--- src/kie_pkg.sv ---
// ----------------------------------------------------------------------------
// kie_pkg
// Shared types, widths and codes of the k-mer index encoder.
// ----------------------------------------------------------------------------
package kie_pkg;

	localparam int MAX_K_DEF      = 3;
	localparam int MAX_RADIX_DEF  = 32;
	localparam int CHAR_CODES_DEF = 128;

	localparam int KMER_W     = 15;
	localparam int SYM_W      = 5;
	localparam int CODE_W     = 7;
	localparam int K_W        = 2;
	localparam int RADIX_W    = 6;
	localparam int OP_W       = 2;
	localparam int CFG_DATA_W = 6;
	localparam int CFG_ADDR_W = 1;
	localparam int REDUCE_DEPTH = 1 << KMER_W;

	localparam logic [CODE_W-1:0] FIRST_PRINTABLE = 7'h20;
	localparam logic [CODE_W-1:0] LAST_PRINTABLE  = 7'h7F;

	localparam logic [OP_W-1:0] OP_MAP  = 2'd0;
	localparam logic [OP_W-1:0] OP_RULE = 2'd1;
	localparam logic [OP_W-1:0] OP_SEQ  = 2'd2;

	localparam logic [CFG_ADDR_W-1:0] CFG_KMER_LENGTH = 1'b0;
	localparam logic [CFG_ADDR_W-1:0] CFG_RADIX       = 1'b1;

	typedef struct packed {
		logic [OP_W-1:0]   opcode;
		logic [CODE_W-1:0] char_code;
		logic [SYM_W-1:0]  symbol_value;
		logic              symbol_mapped;
		logic [KMER_W-1:0] kmer_index;
		logic              rule_first;
		logic              seq_last;
	} item_t;

	typedef struct packed {
		logic [KMER_W-1:0] kmer_out;
		logic              kmer_valid;
		logic              bad_symbol;
		logic              sequence_ok;
		logic              end_of_sequence;
	} result_t;

	typedef struct packed {
		logic clr;
		logic accept;
		logic map_chk;
		logic calc;
		logic look;
		logic emit;
		logic rule_wr;
	} ctrl_cmd_t;

	typedef struct packed {
		logic clr_last;
		logic kmer_go;
		logic calc_last;
		logic out_free;
	} ctrl_status_t;

endpackage

--- src/kie_ctrl.sv ---
// ----------------------------------------------------------------------------
// kie_ctrl
// Controller state machine: clearing pass, item dispatch and result hand-off.
// ----------------------------------------------------------------------------
module kie_ctrl (
	input  logic                   clk,
	input  logic                   arst_n,
	input  logic                   item_valid,
	input  logic [kie_pkg::OP_W-1:0] item_opcode,
	input  logic                   item_rule_first,
	output logic                   item_ready,
	input  kie_pkg::ctrl_status_t  st,
	output kie_pkg::ctrl_cmd_t     cmd
);

	import kie_pkg::*;

	localparam logic [2:0] S_CLEAR = 3'd0;
	localparam logic [2:0] S_IDLE  = 3'd1;
	localparam logic [2:0] S_MAP   = 3'd2;
	localparam logic [2:0] S_CALC  = 3'd3;
	localparam logic [2:0] S_LOOK  = 3'd4;
	localparam logic [2:0] S_EMIT  = 3'd5;
	localparam logic [2:0] S_RULE  = 3'd6;

	logic [2:0] state_q;
	logic [2:0] state_d;
	logic       accept;

	assign item_ready = (state_q == S_IDLE);
	assign accept     = item_ready && item_valid;

	always_comb begin
		cmd         = '0;
		cmd.clr     = (state_q == S_CLEAR);
		cmd.accept  = accept;
		cmd.map_chk = (state_q == S_MAP);
		cmd.calc    = (state_q == S_CALC);
		cmd.look    = (state_q == S_LOOK);
		cmd.emit    = (state_q == S_EMIT) && st.out_free;
		cmd.rule_wr = (state_q == S_RULE);
	end

	always_comb begin
		state_d = state_q;
		case (state_q)
			S_CLEAR: begin
				if (st.clr_last) begin
					state_d = S_IDLE;
				end
			end
			S_IDLE: begin
				if (accept) begin
					if (item_opcode == OP_SEQ) begin
						state_d = S_MAP;
					end else if (item_opcode == OP_RULE && item_rule_first) begin
						state_d = S_RULE;
					end
				end
			end
			S_MAP: begin
				state_d = st.kmer_go ? S_CALC : S_EMIT;
			end
			S_CALC: begin
				if (st.calc_last) begin
					state_d = S_LOOK;
				end
			end
			S_LOOK: begin
				state_d = S_EMIT;
			end
			S_EMIT: begin
				if (st.out_free) begin
					state_d = S_IDLE;
				end
			end
			S_RULE: begin
				state_d = S_IDLE;
			end
			default: begin
				state_d = S_IDLE;
			end
		endcase
	end

	always_ff @(posedge clk or negedge arst_n) begin
		if (!arst_n) begin
			state_q <= S_CLEAR;
		end else begin
			state_q <= state_d;
		end
	end

endmodule

--- config.mk ---
export PLATFORM = sky130hd
export DESIGN_NAME = kie_ctrl
export DESIGN_NICKNAME = d
export VERILOG_FILES = /design/src/kie_pkg.sv /design/src/kie_ctrl.sv
export SDC_FILE = /design/constraint.sdc
export NUM_CORES = 1
export LEC_CHECK = 0
export BUFFER_PORTS_ARGS = -buffer_cell sky130_fd_sc_hd__buf_4
export CAP_MARGIN = 20
export CORE_AREA = 3 3 40 42
export DETAILED_ROUTE_END_ITERATION = 7
export DIE_AREA = 0 0 43 45
export HOLD_SLACK_MARGIN = 0.02
export PLACE_DENSITY_LB_ADDON = 0.25
export RECOVER_POWER = 50
export SETUP_SLACK_MARGIN = 0.4
export SLEW_MARGIN = 20
export SYNTH_ARGS = -nofsm -noshare
export SYNTH_HDL_FRONTEND = slang
export SYNTH_SLANG_ARGS = --single-unit
--- constraint.sdc ---
create_clock -name clk -period 1.3 [get_ports clk]
set_input_delay 0.065 -clock clk [delete_from_list [all_inputs] [get_ports clk]]
set_output_delay 0.065 -clock clk [all_outputs]
set_load 0.005 [all_outputs]
==> results.md, run 1 <==
* Global-route wire length before repair at 1650 um
* Setup violators final at 3
* Synthesized area per cell at 8.97 um^2
* Worst vdd ir at 0.663 mV
* CTS sink count at 3
* # H-tree levels at 1
* Biggest register: state_q
* Finished Core Util at 0.463
* Final Cell Area at 596 um^2
* Grt ovf at 0
* Largest net degree at the start of global routing at 8
* Outcome: complete, but fails checks
* RSZ-0062 raised after global routing: true
* Crit path DAT at 1280 ps
* Pins over their slew limit at 0
* Syn Nets at 45
* Clk_skew at between 8 and 9 ps
* Total GRT Usage at 0.113
* Inserted Diodes at 0
* Buffers on Ports at 17
* Core ar. at 1280 um^2
* Layout area overhead at 89.6%
* Minimum clock period at 1340 ps
* Flops & latches, synth at 3
* Max FFs per register at 3
* Synth Warn # at 0
* WS Path Type: reg2out
* Mapped Cells at 35
* Hold Fails Final Rpt at 0
* Slew margin rel. at 0.831
* Top Registers: state_q: 3 flops
* Initial drt markers at 17
* Vias in the first global route at between 300 and 400
* Root buf cell: clkbuf_4
* Number of synthesized flops with an enable pin at 0
* CTS tree: done
* Worst min path class: in2async
* Vias per cell at approximately 4.9
* Failing checks: setup timing
* GP Congestion at 0.808
* Final WL at 987 um
* Antenna Nets Post-Route at 0
* Power Density at 1970 nW/um^2
* Most frequent cells in the layout: 21 x buf_4, 3 x clkbuf_4, 3 x dlygate4sd3_1, 3 x buf_6
* DRC viols at 0
* DR pass1 iterations at 4
* Ys async rst share at 1.00
* Clock Path Buffers at 2
* Synthesized area at 314 um^2
* Share of post-route cells with drive strength above 1 at 0.641
* DP Area at 475 um^2
* Worst-path clk slew at ~40 ps
* Nets@finish at 75
* Fmax at 0.745 GHz
* Sequential fraction of the synthesis area at 0.239
* Main synth FF type: dfrtp_1
* Avg WL per Cell at ~12 um
* Die Width at 43 um
* Initial antenna violation count at 0
* Vias at between 300 and 400
* # rows at 13
* Distinct cells, synth at 26
* Die Ht at 45 um
* Commonest non-fill, non-tap cell in the layout: buf_4
* Initial Util at 0.244
* Die area at about 1900 um^2
* Crit share post-route at 1.03
* Critical Path RT at 1240 ps
* Clock Latency Late Sink at 250 ps
* Max Cap Viol at 0
* CP Launch Type: flip-flop
* CP Max Fanout at 5
* I/O pins at 18
* CP Capture Type: primary output
* DP Wirelength at 703 um
* Final worst setup slack at -42.2 ps
* TritonCTS buffer count at 3
* LEAKAGE at 0.000287 uW
* Worst slew pin tran at between 200 and 300 ps
==> area by class of cell <==
cell class | count | area (um^2)
inverter | 3 | 11.3
sequential | 3 | 76.3
fill | 127 | 689
clock buffer | 4 | 26.3
multi-input combinational | 26 | 238
timing repair buffer | 28 | 225
tap | 15 | 18.8
==> metrics by stage <==
step	power, uW	std cells	setup TNS (ps)	hold WS [ps]	worst slack (ps)
after global placement	818	68	-9.15	-140	-9.15
final	1170	79	-71.4	167	-42.2
after detailed placement	811	68	0	-140	12.1
after global routing	1260	79	-285	187	-88.3
after CTS	1130	79	-95.8	143	-32.6
after floorplan	593	35	0	-231	55.3
==> cell families (layout without fill, tap and decap cells) <==
group                  count (synthesis)  in the layout  synth area share
and+or+nand+nor                       17             17             0.382
muxes                                  1              1            0.0359
AOI/OAI and AO/OA                      8              8             0.223
buffers and inverters                  6             35             0.120
DFF                                    3              3             0.239
==> worst max-delay path, stage by stage (launching register included) <==
cell     delay [ps]
dfrtp_1         410
buf_6           140
and2b_1         210
and3_1          160
buf_4           100
==> Yosys cell counts, drive strengths merged (2+ instances only) <==
cell	count	area share
buf	3	0.084
dfrtp	3	0.24
inv	3	0.036
and2	2	0.040
and3	2	0.040
nor2b	2	0.040
nor3b	2	0.064
o32ai	2	0.056
==> repair_timing <==
| action | in CTS | in global routing |
|---|---|---|
| resized for setup | 6 | 5 |
| setup endpoints to repair | 11 | 11 |
| buffers inserted | 4 | 0 |
| hold buffers | 3 | 0 |
| pin swaps | 4 | 2 |
| endpoints found under the hold margin | 5 | 0 |
==> metal layers <==
| metal | routed length, um | GRT usage |
|---|---|---|
| met1 | 418 | 0.143 |
| met2 | 459 | 0.168 |
| met3 | 90 | 0.0319 |
| met4 | 19 | 0.0723 |
| met5 | 0 | 0 |
==> power by group <==
| group | switching (uW) | internal (uW) | total, uW |
|---|---|---|---|
| Combinational | 339 | 469 | 808 |
| Sequential | 53.6 | 137 | 191 |
| Clock | 58.4 | 116 | 174 |
==> worst paths after layout <==
kind / depth (start not counted) / slack, ps / from / to
min: 2 / 170 / arst_n / state_q[1]$_DFFE_PN0P_
min reg2reg: 2 / 720 / state_q[1]$_DFFE_PN0P_ / state_q[1]$_DFFE_PN0P_
max reg2reg: 3 / 20 / state_q[2]$_DFFE_PN0P_ / state_q[2]$_DFFE_PN0P_
max: 4 / -40 / state_q[1]$_DFFE_PN0P_ / cmd[5]
min in group clk: 3 / 180 / st[3] / state_q[0]$_DFFE_PN0P_
max in group asynchronous: 2 / 950 / arst_n / state_q[2]$_DFFE_PN0P_
Note: power is estimated with default switching activity, not from simulation.
==> inputs of run 2 (changes only) <==
==> constraint.sdc (replaced) <==
create_clock -name clk -period 1.5 [get_ports clk]
set_input_delay 0.075 -clock clk [delete_from_list [all_inputs] [get_ports clk]]
set_output_delay 0.075 -clock clk [all_outputs]
set_load 0.005 [all_outputs]
==> run 2 against run 1 <==
  * The flow now finishes without violations
  * Register-to-register slack improved by 160 ps
  * Die area stayed put
  * Combinational power down 23%
  * Critical path depth shrank 1
  * Critical path type is now reg2reg
  * Via count decreased by 7.2%
  * Clock power down 20%
  * Routed wire length is 8.7% lower
  * Worst hold slack worse by 120 ps
  * Largest power group unchanged
  * Count of clock-buffer cells in the layout is the same
  * Core utilization decreased by 2.9 points
==> results.md, run 2 (synthesis gave the netlist of run 1 again) <==
* I/O pins at 18
* Die Ht at 45 um
* Dpl ws at 169 ps
* Clock Path Buffers at 2
* Outcome: finished clean
* Buffers on Ports at 17
* CP Max Fanout at 8
* GP Congestion at 0.792
* TritonCTS buffer count at 3
* Final WL at 901 um
* CP Capture Type: flip-flop
* R2r setup slk at approximately 180 ps
* Final worst setup slack at 183 ps
* Biggest register: state_q
* # H-tree levels at 1
* Biggest cell delay along the critical path at 450 ps
* Die Width at 43 um
* Max FFs per register at 3
* Sw frac at 0.370
* Root buf cell: clkbuf_4
* Hold Fails Final Rpt at 0
* Top Registers: state_q: 3 flops
* TNS Setup at 0 ps
* Worst R2R End: state_q[2]$_DFFE_PN0P_
* Clock power share at 0.145
* Worst-path clk slew at ~40 ps
* Largest net degree at the start of global routing at 12
* Avg WL per Cell at ~12 um
* Finished Core Util at 0.434
* Crit path DAT at between 1000 and 1500 ps
* Initial antenna violation count at 0
* Power Density at 1710 nW/um^2
* Vias at about 360
* DR pass1 iterations at 3
* Fmax at between 0.7 and 0.8 GHz
* Clock Latency Late Sink at about 230 ps
* Worst slew pin tran at 271 ps
* Pins over their slew limit at 0
* Internal power at 602 uW
* Slew margin rel. at 0.820
* Fill count at between 100 and 150
* Crit share post-route at 0.878
* Finished Layout Cells at 77
* Grt ovf at 0
* Worst vdd ir at about 0.68 mV
* Layout area overhead at 77.7%
* Die area at 1940 um^2
* Share of post-route cells with drive strength above 1 at 0.581
* Nets@finish at 73
* Storage cell area at roughly 76 um^2
* Vias per cell at 4.70
* CTS tree: done
* Antenna Nets Post-Route at 0
* Most frequent cells in the layout: 21 x buf_4, 3 x inv_1, 3 x clkbuf_4, 3 x buf_6
* Area of the multi-input gates at 220 um^2
* Initial drt markers at 1
* WS Path Type: reg2reg
* Max Cap Viol at 0
* LEAKAGE at approximately 0.00027 uW
* Minimum clock period at ~1300 ps
* DP Wirelength at 606 um
* Core ar. at 1280 um^2
* CP Launch Point: state_q[1]$_DFFE_PN0P_
* DRC viols at 0
* Dpl cells at 64
* Initial Util at 0.244
* CTS sink count at 3
* Flop pwr share at 0.200
* R2R cell count at 3
* Vias in the first global route at 384
* Global-route wire length before repair at 1610 um
* Inserted Diodes at 0
* Critical Path RT at approximately 1600 ps
* CP max stage cell: dfrtp_1
* Combinational cell fraction of total power at 0.655
* CP Launch Type: flip-flop
* Setup violators final at 0
* RSZ-0062 raised after global routing: true
* Total GRT Usage at 0.107
* Commonest non-fill, non-tap cell in the layout: buf_4
* R2R Path Start: state_q[1]$_DFFE_PN0P_
* Switching power at 354 uW
* Worst min path class: in2reg
* Clk_skew at 1.38 ps
* Worst Setup EP: state_q[2]$_DFFE_PN0P_
* # rows at 13
* CP cell instances: or3b_1 -> a311oi_1 -> o32ai_1
[run 2: worst min path at each step]
stage	start	to	slack, ps	cells past startpoint
4_1_cts	st[0]	state_q[2]$_DFFE_PN0P_	30	2
3_5_place_dp	arst_n	state_q[0]$_DFFE_PN0P_	-130	1
2_1_floorplan	arst_n	state_q[0]$_DFFE_PN0P_	-220	0
6_report	st[0]	state_q[2]$_DFFE_PN0P_	40	2
3_3_place_gp	arst_n	state_q[0]$_DFFE_PN0P_	-130	1
5_1_grt	st[0]	state_q[2]$_DFFE_PN0P_	40	2
[run 2: final cells by class]
type / count / area share
clock buffers: 4 / 0.0471
inverters: 3 / 0.0202
flip-flops and latches: 3 / 0.137
repair buffers: 26 / 0.368
well taps: 15 / 0.0336
multi-input cells: 26 / 0.395
[run 2: stage by stage]
| step | cell area [um^2] | total power [uW] | hold slack, ps |
|---|---|---|---|
| after floorplan | 325 | 514 | -221 |
| after global placement | 445 | 645 | -134 |
| after detailed placement | 445 | 632 | -134 |
| after CTS | 543 | 910 | 33.1 |
| after global routing | 558 | 1040 | 43.5 |
| final | 558 | 956 | 44.1 |
[run 2: what timing repair did]
action	4_1_cts	5_1_grt
buffers inserted	6	2
endpoints found under the hold margin	3	0
hold buffers	1	0
resized for setup	7	2
pin swaps	5	1
setup endpoints to repair	11	11
[run 2: layer usage]
metal | up-vias | wire, um | GRT usage
met5 | - | 0 | 0
met4 | 0 | 17 | 0.0904
met3 | 2 | 66 | 0.0120
met2 | 15 | 425 | 0.156
met1 | 162 | 391 | 0.141
li1 | 183 | - | -
[run 2: power groups by stage]
stage	clock, uW	sequential (uW)	combinational [uW]
floorplan	0	144	370
global placement	0	204	441
detailed placement	0	201	431
CTS	143	193	574
global route	159	200	683
finish	139	191	626
[run 2: critical path: cells and delay by family, from the launching register on]
| kind | cells | cell delay (ps) |
|---|---|---|
| AO/OA/AOI/OAI | 2 | 340 |
| flip-flops | 1 | 450 |
| AND/OR/NAND/NOR | 1 | 400 |
